[config.mk]
export PLATFORM = sky130hd
export DESIGN_NAME = encoder_button_menu_controller
export DESIGN_NICKNAME = d
export VERILOG_FILES = /design/src/ebm_pkg.sv /design/src/encoder_button_menu_controller.sv /design/src/ebm_debounce.sv
export SDC_FILE = /design/constraint.sdc
export NUM_CORES = 1
export LEC_CHECK = 0
export ABC_AREA = 1
export BUFFER_PORTS_ARGS = -buffer_cell sky130_fd_sc_hd__buf_2
export CAP_MARGIN = 30
export CORE_MARGIN = 2
export CORE_UTILIZATION = 65
export CTS_BUF_LIST = sky130_fd_sc_hd__clkbuf_8
export DETAILED_ROUTE_END_ITERATION = 7
export PLACE_DENSITY = 0.95
export SYNTH_ARGS = -nofsm -noshare
export SYNTH_HDL_FRONTEND = slang
export SYNTH_SLANG_ARGS = --single-unit
[constraint.sdc]
create_clock -name clk -period 9.5 [get_ports clk]
set_clock_uncertainty 0.1 [all_clocks]
set_input_delay 0.475 -clock clk [delete_from_list [all_inputs] [get_ports clk]]
set_output_delay 0.475 -clock clk [all_outputs]
set_load 0.02 [all_outputs]
[src/ebm_pkg.sv]
// Shared types, codes and constants for the encoder/button menu controller.
// No dependencies; used by ebm_debounce and encoder_button_menu_controller.
package ebm_pkg;

  // Field widths fixed by the item formats
  localparam int TIME_W   = 32;
  localparam int WINDOW_W = 16;
  localparam int VIEW_W   = 3;
  localparam int SEL_W    = 3;
  localparam int BRIGHT_W = 7;
  localparam int KIND_W   = 2;

  // Defaults and limits
  localparam int MENU_ENTRIES_DEFAULT = 5;
  localparam logic [WINDOW_W-1:0] DEBOUNCE_RESET = 16'd20;
  localparam logic [BRIGHT_W-1:0] BRIGHT_MAX  = 7'd100;
  localparam logic [BRIGHT_W-1:0] BRIGHT_MIN  = 7'd5;
  localparam logic [BRIGHT_W-1:0] BRIGHT_STEP = 7'd5;
  // Highest level that can still take a full step up, lowest for a step down
  localparam logic [BRIGHT_W-1:0] BRIGHT_UP_LIMIT   = 7'd95;
  localparam logic [BRIGHT_W-1:0] BRIGHT_DOWN_LIMIT = 7'd10;
  localparam logic signed [3:0] DETENT_POS = 4'sd4;
  localparam logic signed [3:0] DETENT_NEG = -4'sd4;
  // Half of the 32-bit time circle: differences below this count as "not later"
  localparam logic [TIME_W-1:0] TIME_HALF = 32'h8000_0000;

  // Panel views
  typedef enum logic [VIEW_W-1:0] {
    V_CLOSED = 3'd0,
    V_MENU   = 3'd1,
    V_STATUS = 3'd2,
    V_INPUT  = 3'd3,
    V_BRIGHT = 3'd4,
    V_INFO   = 3'd5
  } view_t;

  // Update kinds reported with each result
  typedef enum logic [KIND_W-1:0] {
    K_NONE    = 2'd0,
    K_RENDER  = 2'd1,
    K_DISMISS = 2'd2,
    K_BRIGHT  = 2'd3
  } kind_t;

  // Input item action codes
  localparam logic ACT_SAMPLE = 1'b0;
  localparam logic ACT_CLEAR  = 1'b1;

  typedef struct packed {
    logic              action;
    logic              line_a;
    logic              line_b;
    logic              confirm_raw;
    logic              push_raw;
    logic              back_raw;
    logic [TIME_W-1:0] time_now;
  } in_item_t;

  typedef struct packed {
    logic [KIND_W-1:0]   update_kind;
    logic [VIEW_W-1:0]   view_now;
    logic [SEL_W-1:0]    selected_entry;
    logic [BRIGHT_W-1:0] brightness_out;
  } out_item_t;

  // Per-button control from the top level
  typedef struct packed {
    logic sample;  // process this item's level
    logic clear;   // panel reset
  } btn_ctl_t;

  // Quadrature transition table, index {prev_ab, cur_ab}
  function automatic logic signed [1:0] quad_delta(input logic [3:0] idx);
    logic signed [1:0] d;
    case (idx)
      4'd1, 4'd7, 4'd8, 4'd14: d = -2'sd1;
      4'd2, 4'd4, 4'd11, 4'd13: d = 2'sd1;
      default: d = 2'sd0;
    endcase
    return d;
  endfunction

endpackage

[src/encoder_button_menu_controller.sv]
// Encoder and three-button menu controller, top level.
// Depends on ebm_pkg and ebm_debounce.
//
// Usage: each input item on in_valid/in_ready is one timestamped sample of the
// encoder A/B lines and the confirm, push and back buttons (or, with action
// set, a panel reset that keeps brightness). Every accepted item yields exactly
// one result item on out_valid/out_ready: the update kind and the view,
// selection and brightness after that sample.
// Each result is registered into the output queue as its item is accepted. The
// whole update is one pass of logic from the item and the state registers,
// so a new item is taken every cycle while the receiver keeps up.
// Results sit in a two-entry output queue; when the receiver stalls, one more
// item is still accepted, then in_ready drops until a result is taken.
// cfg_valid/cfg_data write the 16-bit debounce window (ms); cfg_ready is
// always high. Write it only while the block is idle.
// Reset (rst, synchronous): panel closed, selection 0, brightness 100,
// debounce window 20 ms, encoder and button trackers cleared, queue empty.
module encoder_button_menu_controller #(
  parameter int MENU_ENTRIES = ebm_pkg::MENU_ENTRIES_DEFAULT
) (
  input  logic                          clk,
  input  logic                          rst,
  input  logic                          in_valid,
  output logic                          in_ready,
  input  ebm_pkg::in_item_t             in_item,
  output logic                          out_valid,
  input  logic                          out_ready,
  output ebm_pkg::out_item_t            out_item,
  input  logic                          cfg_valid,
  output logic                          cfg_ready,
  input  logic [ebm_pkg::WINDOW_W-1:0]  cfg_data
);
  import ebm_pkg::*;

  localparam logic [SEL_W-1:0] SEL_LAST = SEL_W'(MENU_ENTRIES - 1);

  // State registers
  logic [WINDOW_W-1:0] debounce_time;
  view_t               view_reg;
  logic [SEL_W-1:0]    selection_reg;
  logic [BRIGHT_W-1:0] brightness_level;
  logic                encoder_seen;
  logic [1:0]          encoder_prev;
  logic signed [3:0]   step_accum;
  logic                activity_seen;
  logic [TIME_W-1:0]   activity_time;

  // Next values
  view_t               view_reg_next;
  logic [SEL_W-1:0]    selection_reg_next;
  logic [BRIGHT_W-1:0] brightness_level_next;
  logic                encoder_seen_next;
  logic [1:0]          encoder_prev_next;
  logic signed [3:0]   step_accum_next;
  logic                activity_seen_next;
  logic [TIME_W-1:0]   activity_time_next;
  kind_t               kind;

  // Output queue
  out_item_t q0;
  out_item_t q1;
  logic [1:0] count;
  out_item_t res;

  logic push;
  logic pop;
  logic sample_en;
  logic clear_en;

  assign cfg_ready = 1'b1;
  assign in_ready  = (count != 2'd2);
  assign push      = in_valid && in_ready;
  assign out_valid = (count != 2'd0);
  assign pop       = out_valid && out_ready;
  assign out_item  = q0;
  assign sample_en = push && (in_item.action == ACT_SAMPLE);
  assign clear_en  = push && (in_item.action == ACT_CLEAR);

  // Button debouncers: confirm, push, back
  btn_ctl_t          bctl;
  logic              conf_press;
  logic              push_press;
  logic              back_press;
  logic [TIME_W-1:0] conf_ct;
  logic [TIME_W-1:0] push_ct;
  logic [TIME_W-1:0] back_ct;

  assign bctl.sample = sample_en;
  assign bctl.clear  = clear_en;

  ebm_debounce u_conf (
    .clk(clk), .rst(rst), .ctl(bctl), .level(in_item.confirm_raw),
    .now(in_item.time_now), .window(debounce_time),
    .press(conf_press), .change_time(conf_ct)
  );
  ebm_debounce u_push (
    .clk(clk), .rst(rst), .ctl(bctl), .level(in_item.push_raw),
    .now(in_item.time_now), .window(debounce_time),
    .press(push_press), .change_time(push_ct)
  );
  ebm_debounce u_back (
    .clk(clk), .rst(rst), .ctl(bctl), .level(in_item.back_raw),
    .now(in_item.time_now), .window(debounce_time),
    .press(back_press), .change_time(back_ct)
  );

  // Quadrature decode into the detent accumulator
  logic [1:0]        code;
  logic signed [3:0] acc_sum;
  logic              step_up;
  logic              step_dn;

  always_comb begin
    code               = {in_item.line_a, in_item.line_b};
    encoder_seen_next  = 1'b1;
    encoder_prev_next  = code;
    step_accum_next    = step_accum;
    activity_seen_next = activity_seen;
    activity_time_next = activity_time;
    acc_sum            = step_accum;
    step_up            = 1'b0;
    step_dn            = 1'b0;
    if (encoder_seen) begin
      if (code != encoder_prev) begin
        activity_seen_next = 1'b1;
        activity_time_next = in_item.time_now;
      end
      acc_sum = step_accum + 4'(quad_delta({encoder_prev, code}));
      if (acc_sum >= DETENT_POS) begin
        step_up         = 1'b1;
        step_accum_next = 4'sd0;
      end else if (acc_sum <= DETENT_NEG) begin
        step_dn         = 1'b1;
        step_accum_next = 4'sd0;
      end else begin
        step_accum_next = acc_sum;
      end
    end
  end

  // Quiet time and presses that started during rotation
  logic              settled;
  logic              push_motion;
  logic              back_motion;
  logic              sel;
  logic [TIME_W-1:0] quiet;
  logic [TIME_W-1:0] quiet_min;

  always_comb begin
    quiet       = in_item.time_now - activity_time_next;
    quiet_min   = {{(TIME_W-WINDOW_W-1){1'b0}}, debounce_time, 1'b0};
    settled     = !activity_seen_next || (quiet >= quiet_min);
    push_motion = activity_seen_next && ((activity_time_next - push_ct) < TIME_HALF);
    back_motion = activity_seen_next && ((activity_time_next - back_ct) < TIME_HALF);
    sel         = conf_press || (push_press && !push_motion);
  end

  // Menu and brightness update
  logic [BRIGHT_W-1:0] bright_try;

  always_comb begin
    view_reg_next         = view_reg;
    selection_reg_next    = selection_reg;
    brightness_level_next = brightness_level;
    kind                  = K_NONE;
    bright_try            = brightness_level;
    if (step_up || step_dn) begin
      if (view_reg == V_BRIGHT) begin
        if (step_up) begin
          bright_try = (brightness_level >= BRIGHT_UP_LIMIT) ? BRIGHT_MAX
                       : brightness_level + BRIGHT_STEP;
        end else begin
          bright_try = (brightness_level <= BRIGHT_DOWN_LIMIT) ? BRIGHT_MIN
                       : brightness_level - BRIGHT_STEP;
        end
        if (bright_try != brightness_level) begin
          brightness_level_next = bright_try;
          kind                  = K_BRIGHT;
        end
      end else if (view_reg == V_CLOSED || view_reg == V_MENU) begin
        view_reg_next = V_MENU;
        if (step_up) begin
          selection_reg_next = (selection_reg == SEL_LAST) ? '0 : selection_reg + 1'b1;
        end else begin
          selection_reg_next = (selection_reg == '0) ? SEL_LAST : selection_reg - 1'b1;
        end
        kind = K_RENDER;
      end
    end else if (settled) begin
      if (sel) begin
        kind = K_RENDER;
        if (view_reg != V_MENU) begin
          view_reg_next = V_MENU;
        end else begin
          case (selection_reg)
            3'd0: begin
              view_reg_next = V_CLOSED;
              kind          = K_DISMISS;
            end
            3'd1:    view_reg_next = V_STATUS;
            3'd2:    view_reg_next = V_INPUT;
            3'd3:    view_reg_next = V_BRIGHT;
            default: view_reg_next = V_INFO;
          endcase
        end
      end else if (back_press && !back_motion) begin
        if (view_reg == V_MENU) begin
          view_reg_next = V_CLOSED;
          kind          = K_DISMISS;
        end else if (view_reg != V_CLOSED) begin
          view_reg_next = V_MENU;
          kind          = K_RENDER;
        end
      end
    end
  end

  // Result item for the accepted sample
  always_comb begin
    if (in_item.action == ACT_CLEAR) begin
      res.update_kind    = K_NONE;
      res.view_now       = V_CLOSED;
      res.selected_entry = '0;
    end else begin
      res.update_kind    = kind;
      res.view_now       = view_reg_next;
      res.selected_entry = selection_reg_next;
    end
    res.brightness_out = (in_item.action == ACT_CLEAR) ? brightness_level
                         : brightness_level_next;
  end

  // Panel state
  always_ff @(posedge clk) begin
    if (rst) begin
      debounce_time    <= DEBOUNCE_RESET;
      brightness_level <= BRIGHT_MAX;
    end else begin
      if (cfg_valid && cfg_ready) begin
        debounce_time <= cfg_data;
      end
      if (sample_en) begin
        brightness_level <= brightness_level_next;
      end
    end
  end

  always_ff @(posedge clk) begin
    if (rst || clear_en) begin
      view_reg      <= V_CLOSED;
      selection_reg <= '0;
      encoder_seen  <= 1'b0;
      encoder_prev  <= 2'd0;
      step_accum    <= 4'sd0;
      activity_seen <= 1'b0;
      activity_time <= '0;
    end else if (sample_en) begin
      view_reg      <= view_reg_next;
      selection_reg <= selection_reg_next;
      encoder_seen  <= encoder_seen_next;
      encoder_prev  <= encoder_prev_next;
      step_accum    <= step_accum_next;
      activity_seen <= activity_seen_next;
      activity_time <= activity_time_next;
    end
  end

  // Two-entry result queue, head in q0
  always_ff @(posedge clk) begin
    if (rst) begin
      count <= 2'd0;
    end else begin
      count <= count + {1'b0, push} - {1'b0, pop};
    end
  end

  always_ff @(posedge clk) begin
    if (pop) begin
      if (count == 2'd2) begin
        q0 <= q1;
      end else if (push) begin
        q0 <= res;
      end
    end else if (push) begin
      if (count == 2'd0) begin
        q0 <= res;
      end else begin
        q1 <= res;
      end
    end
  end

  // Checks
  a_queue_bound: assert property (@(posedge clk) disable iff (rst)
    count != 2'd3)
    else $error("result queue overflow");

  a_accum_range: assert property (@(posedge clk) disable iff (rst)
    (step_accum > DETENT_NEG) && (step_accum < DETENT_POS))
    else $error("detent accumulator out of range");

  a_sel_range: assert property (@(posedge clk) disable iff (rst)
    selection_reg <= SEL_LAST)
    else $error("selection beyond menu");

  a_bright_range: assert property (@(posedge clk) disable iff (rst)
    out_valid |-> (out_item.brightness_out >= BRIGHT_MIN &&
                   out_item.brightness_out <= BRIGHT_MAX))
    else $error("brightness out of range");

  a_clear: assert property (@(posedge clk) disable iff (rst)
    clear_en |=> (view_reg == V_CLOSED && !encoder_seen && !activity_seen))
    else $error("panel reset did not clear state");

endmodule

[src/ebm_debounce.sv]
// Debouncer for one button: tracks raw level, stable level and change time.
// Depends on ebm_pkg for widths and the control struct.
module ebm_debounce (
  input  logic                          clk,
  input  logic                          rst,
  input  ebm_pkg::btn_ctl_t             ctl,
  input  logic                          level,
  input  logic [ebm_pkg::TIME_W-1:0]    now,
  input  logic [ebm_pkg::WINDOW_W-1:0]  window,
  output logic                          press,
  output logic [ebm_pkg::TIME_W-1:0]    change_time
);
  import ebm_pkg::*;

  logic              raw;
  logic              stable;
  logic [TIME_W-1:0] ct;
  logic [TIME_W-1:0] ct_next;
  logic [TIME_W-1:0] elapsed;
  logic              settle;

  // New raw edge restarts the window
  always_comb begin
    ct_next = (level != raw) ? now : ct;
    elapsed = now - ct_next;
    settle  = (stable != level) && (elapsed >= {{(TIME_W-WINDOW_W){1'b0}}, window});
    press   = settle && level;
    change_time = ct_next;
  end

  always_ff @(posedge clk) begin
    if (rst || ctl.clear) begin
      raw    <= 1'b0;
      stable <= 1'b0;
      ct     <= '0;
    end else if (ctl.sample) begin
      raw <= level;
      ct  <= ct_next;
      if (settle) begin
        stable <= level;
      end
    end
  end

endmodule

### Yosys cells after proc, flatten, opt, wreduce, memory -nomap -nowiden

Memory sizes are Yosys's and may differ from the RTL's.
Cells that the tools add are included.
Widths: inputs -> output; s select.

* input port bits: 59
* ROM bits: 32
* bits in registers: 203
* logic and storage cells: 164
* output and inout port bits: 18
* memories: 1

Memory list
* (no name shown): words 16, width 2, rd ports 1, clocked after Yosys merged registers in 0, write ports 0, line ebm_pkg.sv:75 `case (idx)`

* reductions and logical operators: 36
* mux-type cells: 57
* add/subtract/negate cells: 13
* equal/unequal tests: 17
* bitwise logic cells: 3
* order comparisons: 10

Operator list (count)
* $sub 32x32->32: 6
* $mux 32: 5
* $ge 32x16->1: 3
* $mux 15: 5
* $lt 32x32->1 const B: 2
* $mux 7: 9
* $mux 3: 15
* $ge 32x17->1: 1
* $mux 2: 10
* $logic_and 1x1->1: 14
* $pmux 3 s4: 1
* $mux 1: 9
* $mux 4: 2
* $mux 8: 1
* $reduce_and 2->1: 4
* $reduce_bool 2->1: 4
* $add 7x3->7 const B: 1
* $ge 7x7->1 const B: 1
* $le 7x4->1 const B: 1
* $ne 7x7->1: 1
* $sub 7x3->7 const B: 1
* $eq 3x1->1 const B: 2
* $eq 3x2->1 const B: 2
* $eq 3x3->1 const B: 2
* 19 further kinds: 34

### Logic depth before layout (Yosys ltp)

Gate-level depths: netlist of the first run.
An unclocked memory read counts as a cell.

* depth after elaboration: 17
* depth in mapped cells: 41
* mapped depth without buffers: 38

### Hierarchy

Synthesis of the first run repeated with hierarchy kept, for this count alone.

* cell total of the unflattened synthesis: 4197
* area total of the unflattened synthesis: 24578.6 um2

By module, submodules not included
* encoder_button_menu_controller: area an instance 10057.1 um2, instances 1, cells each 1552, sequential area each 2322.2 um2
* ebm_debounce (u_back ...): area an instance 4909.7 um2, instances 2, cells each 896, sequential area each 680.7 um2
* ebm_debounce (u_conf): area an instance 4702.0 um2, instances 1, cells each 853, sequential area each 680.7 um2

### Least setup slack after synthesis of the first run

OpenSTA, ideal clock, no wires.

* path kind: input to register
* start point: input in_item[33] in the netlist's numbering
* end point: register out_item[13] (netlist name)
* setup time: 0.269 ns
* path buffers: 4
* arrival time: 4.608 ns
* slack: 4.523 ns
* required time: 9.131 ns
* stages on the path: 33
* cells stage by stage: inv_2 > nand2_1 > nand2_2 > buf_6 > buf_2 > buf_1 > buf_1 > mux2i_1 > ha_1 > nand2_1 > inv_1 > nand2_1 > nand2_1 > nor2_2 > nand2_2 > xor2_1 > ha_1 > a21oi_1 > o21ai_0 > nor2_1 > nand3_1 > nor2_1 > nand3_1 > nor2_1 > nand2_1 > nand2_2 > nand2_2 > o21ai_2 > o21ai_1 > nand2_1 > nand2_1 > nand2_1 > a21oi_2

* word-level cells in the longest chain between the ends: 15

Ends and longest elaborated chain
* start: declaration: line encoder_button_menu_controller.sv:25 `input ebm_pkg::in_item_t in_item,`
* $ne 1x1->1: line ebm_debounce.sv:24 `ct_next = (level != raw) ? now : ct;`
* $mux 32: line ebm_debounce.sv:24
* $sub 32x32->32, on equally long branches: line ebm_debounce.sv:25, encoder_button_menu_controller.sv:153
* $ge 32x16->1 / $lt 32x32->1 (equally long branches): line ebm_debounce.sv:26, encoder_button_menu_controller.sv:153
* $logic_and 1x1->1, on equally long branches: line ebm_debounce.sv:26, encoder_button_menu_controller.sv:153
* $logic_and 1x1->1 / $logic_not 1->1 (equally long branches): line ebm_debounce.sv:27, encoder_button_menu_controller.sv:155
* $logic_and 1x1->1 *: line encoder_button_menu_controller.sv:155 `sel = conf_press || (push_press && !push_motion);`
* $logic_or 1x1->1 *: line encoder_button_menu_controller.sv:155
* $mux 2 *: line encoder_button_menu_controller.sv:190 `if (sel) begin`
* $mux 2 *: line encoder_button_menu_controller.sv:189 `end else if (settled) begin`
* $mux 2 *: line encoder_button_menu_controller.sv:167 `if (step_up || step_dn) begin`
* $mux 8 *: line encoder_button_menu_controller.sv:220 `if (in_item.action == ACT_CLEAR) begin`
* $mux 15, on equally long branches: line encoder_button_menu_controller.sv:285, encoder_button_menu_controller.sv:281
* $mux 15, on equally long branches: line encoder_button_menu_controller.sv:284, encoder_button_menu_controller.sv:279
* $mux 15 *: line encoder_button_menu_controller.sv:278 `if (pop) begin`

Mark *: on every way between the ends. The rest lies on a longest branch, timed or not. The select of a mux whose other input is x is not followed.
A chain may end at the register's enable or synchronous reset.

### Final worst setup path of the first run

* start point: register encoder_prev[0]
* end point: register out_item[12] (netlist name)

* word-level cells in the longest chain between the ends: 16

Ends and longest elaborated chain
* start: declaration: line encoder_button_menu_controller.sv:43 `logic [1:0] encoder_prev;`
* start signal: assignment: line encoder_button_menu_controller.sv:261 `encoder_prev <= encoder_prev_next;`
* $ne 2x2->1: line encoder_button_menu_controller.sv:124 `if (code != encoder_prev) begin`
* $mux 32: line encoder_button_menu_controller.sv:124
* $mux 32: line encoder_button_menu_controller.sv:123 `if (encoder_seen) begin`
* $sub 32x32->32, on equally long branches: line encoder_button_menu_controller.sv:154, encoder_button_menu_controller.sv:153
* $lt 32x32->1, on equally long branches: line encoder_button_menu_controller.sv:154, encoder_button_menu_controller.sv:153
* $logic_and 1x1->1, on equally long branches: line encoder_button_menu_controller.sv:154, encoder_button_menu_controller.sv:153
* $logic_not 1->1, on equally long branches: line encoder_button_menu_controller.sv:206, encoder_button_menu_controller.sv:155
* $logic_and 1x1->1, on equally long branches: line encoder_button_menu_controller.sv:206, encoder_button_menu_controller.sv:155
* $mux 3 / $logic_or 1x1->1 (equally long branches): line encoder_button_menu_controller.sv:206, encoder_button_menu_controller.sv:155
* $mux 3: line encoder_button_menu_controller.sv:190
* $mux 3: line encoder_button_menu_controller.sv:189
* $mux 3 *: line encoder_button_menu_controller.sv:167
* $mux 8 *: line encoder_button_menu_controller.sv:220
* $mux 15, on equally long branches: line encoder_button_menu_controller.sv:285, encoder_button_menu_controller.sv:281
* $mux 15, on equally long branches: line encoder_button_menu_controller.sv:284, encoder_button_menu_controller.sv:279
* $mux 15 *: line encoder_button_menu_controller.sv:278

Marked as above.

==> results of run 1 <==
-- power groups by stage --
| stage | Combinational (mW) | Sequential (mW) | Clock (mW) |
|---|---|---|---|
| 2_1_floorplan | 2.03 | 1.10 | 0 |
| 3_3_place_gp | 2.61 | 1.09 | 0 |
| 3_5_place_dp | 2.68 | 1.10 | 0 |
| 4_1_cts | 2.71 | 1.08 | 0.885 |
| 5_1_grt | 3.12 | 1.10 | 0.920 |
| 6_report | 2.79 | 1.08 | 0.885 |
-- area by class of cell --
class	instances	area share, %
tap	442	2.44
inverter	465	7.70
sequential	203	19.3
clock inverter	23	0.685
clock buffer	43	2.61
timing repair buffer	91	2.29
multi-input combinational	2565	65.0
antenna	1	0.0110
-- final timing paths --
path                         from  slack, ns                 to
setup reg to reg  encoder_prev[0]       3.58       out_item[12]
setup / recovery  encoder_prev[0]       3.58       out_item[12]
hold / removal       cfg_data[14]       0.05  debounce_time[14]
hold reg to reg          count[1]       0.36           count[1]
-- per-stage QoR --
step / util (%) / setup slack, ns / power (mW) / hold slack (ns) / std cells
after global placement: 67.5 / 3.49 / 3.71 / 0.345 / 3761
after floorplan: - / 4.52 / 3.14 / 0.323 / 3317
after global routing: 70.0 / 3.09 / 5.14 / 0.102 / 3832
final: 70.0 / 3.58 / 4.76 / 0.0546 / 3833
after CTS: 69.9 / 3.39 / 4.67 / 0.0294 / 3831
after detailed placement: 67.5 / 3.15 / 3.78 / 0.349 / 3762
-- what timing repair did --
item	4_1_cts	5_1_grt
buffers inserted	0	0
endpoints found under the hold margin	3	0
gates resized for setup	0	0
hold buffers	3	0
-- placed cells by master, fill, tap and decap left out, drive strengths merged, types with 77 or more instances in the layout --
master	count
nand2	785
o21ai	334
ha	235
inv	470
a21oi	359
dfxtp	173
xor2	77
nand3	189
nor2	290
buf	88
-- per-layer routing --
| metal | GRT usage [%] | share of wire, % | vias up |
|---|---|---|---|
| li1 | - | - | 11100 |
| met1 | 49.7 | 42 | 10100 |
| met2 | 60.8 | 42 | 1322 |
| met3 | 6.70 | 10 | 252 |
| met4 | 20.2 | 5.8 | 0 |
| met5 | 0 | 0 | - |
-- critical path, delay by kind of cell (launching register included) --
family / cells / cell delay [ns]
AOI/OAI and AO/OA: 9 / 1.86
xor gates and xnor gates: 1 / 0.12
adders and majority gates: 2 / 0.71
buffers and inverters: 4 / 0.55
DFF: 1 / 0.42
and+or+nand+nor: 16 / 1.86
-- cell families after synthesis --
| group | after synthesis | synth area share, % |
|---|---|---|
| AOI/OAI and AO/OA | 792 | 19.9 |
| adders and majority gates | 238 | 14.1 |
| other | 1 | 0.0177 |
| buffers and inverters | 549 | 10.1 |
| and+or+nand+nor | 1371 | 28.0 |
| DFF | 203 | 20.6 |
| xor gates and xnor gates | 99 | 4.09 |
| muxes | 64 | 3.11 |
==> flow_summary.json, run 1 <==
{
  "status": "completed",
  "crit_path_start_kind": "flip-flop",
  "final_layout_size_suffix_gt1_share_pct": 7.52,
  "cts_root_buf": "clkbuf_8",
  "synth_area_leaders": "dfxtp_1, ha_1, nand2_1, a21oi_1, inv_1",
  "worstPathArrival_ns": 6.13,
  "power_frac_seq_pct": 22.8,
  "post_dp_cell_area_um2": 21900,
  "die_h_um": 185,
  "clk_path_buf_depth": 3,
  "worst_path_max_delay_cell": "dfxtp_1",
  "grt_max_degree": 88,
  "clock_sinks": 203,
  "grt_pass1_wl_um": 105000,
  "grtUsageTotal_pct": 38.3,
  "drtIter0Drc": 2716,
  "cp.required_ns": 9.72,
  "place_congestion": 1.04,
  "ys_top_cells_by_count": "nand2_1, inv_1, a21oi_1",
  "post_drt_via_cell_ratio": 5.94,
  "synthCells": 3317,
  "synth_edf_count": 30,
  "slew_violations": 0,
  "dp_hpwl_um": 50800,
  "critPathMaxFanout": 45,
  "async_flop_share_pct": 0,
  "syn_to_final_growth_pct": 6.80,
  "pwr-share-comb_pct": 58.7,
  "endpoint_kind": "flip-flop",
  "swShare_pct": 48.7,
  "wire_per_inst_um": 17.1,
  "max_slew.worst_pin.slew_ns": 0.895,
  "nets": 3661,
  "cts_tree": "yes",
  "multi_input_area_um2": 14700,
  "hold_viol": 0,
  "p_per_area_nw_per_um2": 210,
  "synth_flop_cell": "dfxtp_1",
  "cts_buffers": 38,
  "synth_top_area_share_pct": 16.3,
  "synth_area_um2": 21200,
  "routed_wl_um": 65600,
  "intPower_mw": 2.44,
  "final_area_um2": 22700,
  "hold_depth": 3,
  "tns_ns": 0,
  "clkTransAtPathRegs_ns": 0.07,
  "synth_cell_types": 58,
  "synth_area_leader_cell": "dfxtp_1",
  "switching_power_mw": 2.32,
  "synth_warnings": 0,
  "power.leakage_nw": 11.4,
  "ys_seq_area_share_pct": 20.6,
  "reg2reg_depth": 32,
  "holdCritPathClass": "in -> reg",
  "port_buffers": 75,
  "overflow": 0,
  "seq_area_um2": 4360,
  "drt_first_pass_iters": 6,
  "period_minus_slack_ns": 5.92,
  "synth_most_common_cell": "nand2_1",
  "htree_levels": 2,
  "synth_nets": 3614,
  "cpPeakStageDelay_ns": 0.42,
  "fp-row-count": 66,
  "rsz0062_at_grt": "no",
  "clkPwrFrac_pct": 18.6,
  "ir_drop_mv": 0.133,
  "antenna_found_initial": 0,
  "start_util_pct": 65.5,
  "grt_pass1_vias": 20600,
  "antenna_left": 0,
  "period_share_pct": 62.3,
  "maxCapViolations": 0,
  "setup_viol": 0,
  "ys_ff_latch": 203,
  "synth.avg_cell_area_um2": 6.39,
  "core-area_um2": 32400,
  "vias": 22800,
  "die_area_um2": 34100,
  "clk_latency_ns": 0.61,
  "die_w_um": 185,
  "io_pins": 77,
  "slew_headroom_pct": 39.7,
  "drc": 0,
  "fillerInstances": 2820,
  "path_class": "reg -> reg",
  "fmax_mhz": 169
}
(Power assumes the default switching activity.)
==> run 2, diff against run 1 <==
--- a/config.mk
+++ b/config.mk
@@ -5,7 +5,7 @@
 export SDC_FILE = /design/constraint.sdc
 export NUM_CORES = 1
 export LEC_CHECK = 0
-export ABC_AREA = 1
+export ABC_AREA = 0
 export BUFFER_PORTS_ARGS = -buffer_cell sky130_fd_sc_hd__buf_2
 export CAP_MARGIN = 30
 export CORE_MARGIN = 2
==> constraint.sdc (replaced) <==
create_clock -name clk -period 5.5 [get_ports clk]
set_clock_uncertainty 0.1 [all_clocks]
set_input_delay 0.275 -clock clk [delete_from_list [all_inputs] [get_ports clk]]
set_output_delay 0.275 -clock clk [all_outputs]
set_load 0.02 [all_outputs]
==> run 2 against run 1 <==
Net effect: the flow now stops in global routing; synthesized cell count fell by 13%; synthesized area is 0.51% lower.
==> flow_summary.json, run 2 <==
{
  "cts_buffers": 38,
  "overflow": 16,
  "synth_flop_cell": "dfxtp_1",
  "die_w_um": 184,
  "ys_ff_latch": 203,
  "start_util_pct": 66.4,
  "error": "[ERROR GRT-0116] Global routing finished with congestion. Check the congestion regions in the DRC Viewer.",
  "io_pins": 77,
  "synth_area_leader_cell": "dfxtp_1",
  "dp_hpwl_um": 58200,
  "synth_top_area_share_pct": 16.4,
  "port_buffers": 75,
  "die_h_um": 184,
  "ys_seq_area_share_pct": 20.7,
  "synth_edf_count": 30,
  "status": "did not finish",
  "synth.avg_cell_area_um2": 7.33,
  "place_congestion": 1.10,
  "synthCells": 2879,
  "synth_area_leaders": "dfxtp_1, ha_1, a21oi_1, nor2_1, nand2_1",
  "grt_pass1_vias": 30200,
  "synth_cell_types": 93,
  "synth_most_common_cell": "nor2_1",
  "synth_warnings": 0,
  "synth_area_um2": 21100,
  "ys_top_cells_by_count": "nor2_1, a21oi_1, nand2_1",
  "pre_cts_ws_ns": -0.745,
  "grt_pass1_wl_um": 174000,
  "async_flop_share_pct": 0,
  "stop_stage": "global routing",
  "cts_root_buf": "clkbuf_8",
  "htree_levels": 2,
  "grtUsageTotal_pct": 66.9,
  "clock_sinks": 203,
  "grt_max_degree": 97,
  "clk_path_buf_depth": 3,
  "synth_nets": 3176,
  "fp-row-count": 65
}
[run 2: cell families after synthesis]
kind of cell / share of synthesized area [%]
other: 0.0178
AND/OR/NAND/NOR: 22.8
adder cells (fa/ha/maj): 14.8
flip-flops: 20.7
XOR/XNOR: 5.03
AO/OA/AOI/OAI: 26.1
buffers and inverters: 4.93
multiplexers: 5.67
[run 2: metrics by stage]
step	setup TNS, ns	area [um2]	hold WS (ns)	instances	util (%)
after floorplan	-0.926	21300	0.305	2879	-
after global placement	-4.04	23900	0.338	3549	75.3
after detailed placement	-8.53	24000	0.355	3551	75.4
after CTS	-3.57	25300	0.0208	3650	79.7
[run 2: what timing repair did]
action	in CTS
setup buffers	20
endpoints found under the setup margin	15
pin swaps	41
hold buffers	16
endpoints found under the hold margin	16
gates resized for setup	61
[run 2: layer usage]
layer / overflow / track usage [%]
met5: 0 / 35.7
met1: 0 / 66.2
met3: 2 / 53.6
met4: 7 / 65.1
met2: 7 / 82.0
==> run 3, diff against run 2 <==
--- a/config.mk
+++ b/config.mk
@@ -9,10 +9,9 @@
 export BUFFER_PORTS_ARGS = -buffer_cell sky130_fd_sc_hd__buf_2
 export CAP_MARGIN = 30
 export CORE_MARGIN = 2
-export CORE_UTILIZATION = 65
-export CTS_BUF_LIST = sky130_fd_sc_hd__clkbuf_8
+export CORE_UTILIZATION = 40
 export DETAILED_ROUTE_END_ITERATION = 7
-export PLACE_DENSITY = 0.95
+export PLACE_DENSITY_LB_ADDON = 0.15
 export SYNTH_ARGS = -nofsm -noshare
 export SYNTH_HDL_FRONTEND = slang
 export SYNTH_SLANG_ARGS = --single-unit
==> run 3 against run 2 <==
Net effect: the flow now finishes, with violations (negative setup slack); synthesized area unchanged; synthesized cell count unchanged.
==> flow_summary.json, run 3 <==
{
  "synth_area_leader_cell": "dfxtp_1",
  "post_drt_via_cell_ratio": 5.75,
  "final_layout_size_suffix_gt1_share_pct": 23.7,
  "slew_violations": 0,
  "grtUsageTotal_pct": 30.2,
  "grt_use_met2_pct": 51.5,
  "antenna_left": 0,
  "grt_pass1_vias": 23200,
  "synth_warnings": 0,
  "synth_area_um2": 21100,
  "utilization_pct": 53.1,
  "htree_levels": 1,
  "drc": 0,
  "use_met3_pct": 3.05,
  "setup_viol": 13,
  "ys_ff_latch": 203,
  "synth_nets": 3176,
  "wire_per_inst_um": 20.3,
  "grt_pass1_wl_um": 129000,
  "holdCritPathClass": "in -> reg",
  "grt_use_met1_pct": 38.7,
  "cts_buffers": 29,
  "die_h_um": 234,
  "cp.required_ns": 5.75,
  "path_class": "reg -> reg",
  "dp_cells": 4053,
  "cts_tree": "yes",
  "grt_max_degree": 93,
  "io_pins": 77,
  "ys_top_cells_by_count": "nor2_1, a21oi_1, nand2_1",
  "maxCapViolations": 0,
  "synth_most_common_cell": "nor2_1",
  "synth_cell_types": 93,
  "period_minus_slack_ns": 5.92,
  "critPathMaxFanout": 5,
  "clkTransAtPathRegs_ns": 0.07,
  "final_common_cell": "buf_4",
  "clk_latency_ns": 0.60,
  "rsz0062_at_grt": "yes",
  "fillerInstances": 5096,
  "fin_total_pwr_mw": 7.46,
  "synth.avg_cell_area_um2": 7.33,
  "worstPathArrival_ns": 6.17,
  "synth_area_leaders": "dfxtp_1, ha_1, a21oi_1, nor2_1, nand2_1",
  "vias": 23900,
  "synth_edf_count": 30,
  "drt_first_pass_iters": 5,
  "max_slew.worst_pin.slew_ns": 0.890,
  "dp_hpwl_um": 66100,
  "routed_wl_um": 84300,
  "violations": "negative setup slack",
  "ir_drop_mv": 0.252,
  "power.leakage_nw": 12.1,
  "die_w_um": 234,
  "die_area_um2": 54600,
  "clock_sinks": 203,
  "stdcell_count": 4150,
  "endpoint_kind": "flip-flop",
  "grt-busiest-layer": "met2",
  "synth_top_area_share_pct": 16.4,
  "fmax_mhz": 169,
  "place_congestion": 1.01,
  "period_share_pct": 108,
  "layout_setup_ws_ns": -0.416,
  "layout_common_cells": "buf_4, nor2_1, a21oi_1",
  "port_buffers": 75,
  "clk_path_buf_depth": 3,
  "cts_root_buf": "clkbuf_16",
  "synthCells": 2879,
  "async_flop_share_pct": 0,
  "drtIter0Drc": 1632,
  "core-area_um2": 52300,
  "p_per_area_nw_per_um2": 269,
  "fp-row-count": 84,
  "ys_seq_area_share_pct": 20.7,
  "overflow": 0,
  "syn_to_final_growth_pct": 31.7,
  "crit_path_start_kind": "flip-flop",
  "status": "finished with violations",
  "slew_headroom_pct": 40.7,
  "hold_viol": 0,
  "nets": 3734,
  "antenna_found_initial": 3,
  "start_util_pct": 40.3,
  "synth_flop_cell": "dfxtp_1"
}
==> run 3: power breakdown <==
group	internal, mW	switching, mW	total [mW]
logic	1.72	2.19	3.91
clock network	1.09	0.791	1.88
registers	1.61	0.0603	1.67
==> run 3: cell families (layout without fill, tap and decap cells) <==
group	count (synthesis)	count (layout)	synth area share, %
multiplexers	116	116	5.67
flip-flops	203	203	20.7
buffers and inverters	274	855	4.93
AO/OA/AOI/OAI	863	863	26.1
other	1	3	0.0178
AND/OR/NAND/NOR	1053	1053	22.8
XOR/XNOR	118	118	5.03
adder cells (fa/ha/maj)	251	251	14.8
==> run 3: worst paths after layout <==
path                  from             to  slack [ns]  depth (start not counted)
max             u_conf.raw   out_item[13]       -0.42                         25
min reg2reg  step_accum[2]  step_accum[2]        0.36                          2
min            in_item[32]  u_back.stable        0.07                          4
max reg2reg     u_conf.raw   out_item[13]       -0.42                         25
==> run 3: critical path, stage by stage, from the launching register on <==
cell and delay [ns]:
dfxtp_4 0.41, xor2_4 0.29, mux2i_2 0.28, ha_1 0.30
and2_4 0.16, nand4_1 0.07, o211ai_1 0.12, a21oi_2 0.17
nor2_1 0.05, nor2_1 0.13, o21ai_1 0.08, xor2_1 0.19
ha_1 0.33, a21oi_1 0.15, o21ai_1 0.11, a2111oi_2 0.28
o21ai_1 0.11, nor3b_2 0.18, a2111oi_2 0.21, and3_1 0.20
nand4_1 0.12, or4_4 0.58, a32oi_4 0.38, o21ai_2 0.12
o211a_1 0.25, mux2_4 0.26
==> run 3: timing repair <==
item / in CTS / in global routing
pin swaps: 28 / 32
hold endpoints to repair: 18 / 0
resized for setup: 37 / 44
buffers inserted: 15 / 8
setup endpoints to repair: 13 / 16
hold buffers: 18 / 0
==> run 3: per-layer routing <==
metal | vias to the layer above | part of all wire, %
li1 | 11600 | -
met1 | 11300 | 43
met2 | 718 | 46
met3 | 192 | 5.6
met4 | 2 | 4.9
met5 | - | 0.015
==> run 3: area by class of cell <==
cell class	instances	area, um2	share of cell area [%]
inverters	125	472	1.70
multi-input cells	2402	16200	58.1
repair buffers	676	4990	18.0
flip-flops and latches	203	4370	15.7
clock buffers	37	776	2.79
well taps	688	861	3.10
clock inverters	17	156	0.563
diodes	2	5.00	0.0180
==> run 3: stage by stage <==
stage                     TNS, ns  instance area [um2]  setup WS, ns  hold WS (ns)
after floorplan            -0.926                21300        -0.282         0.305
after global placement      -7.77                26200        -0.717         0.336
after detailed placement    -8.96                26200        -0.799         0.352
after CTS                   -3.98                27500        -0.408        0.0433
after global routing        -7.89                27800        -0.744        0.0941
final                       -3.41                27800        -0.416        0.0680
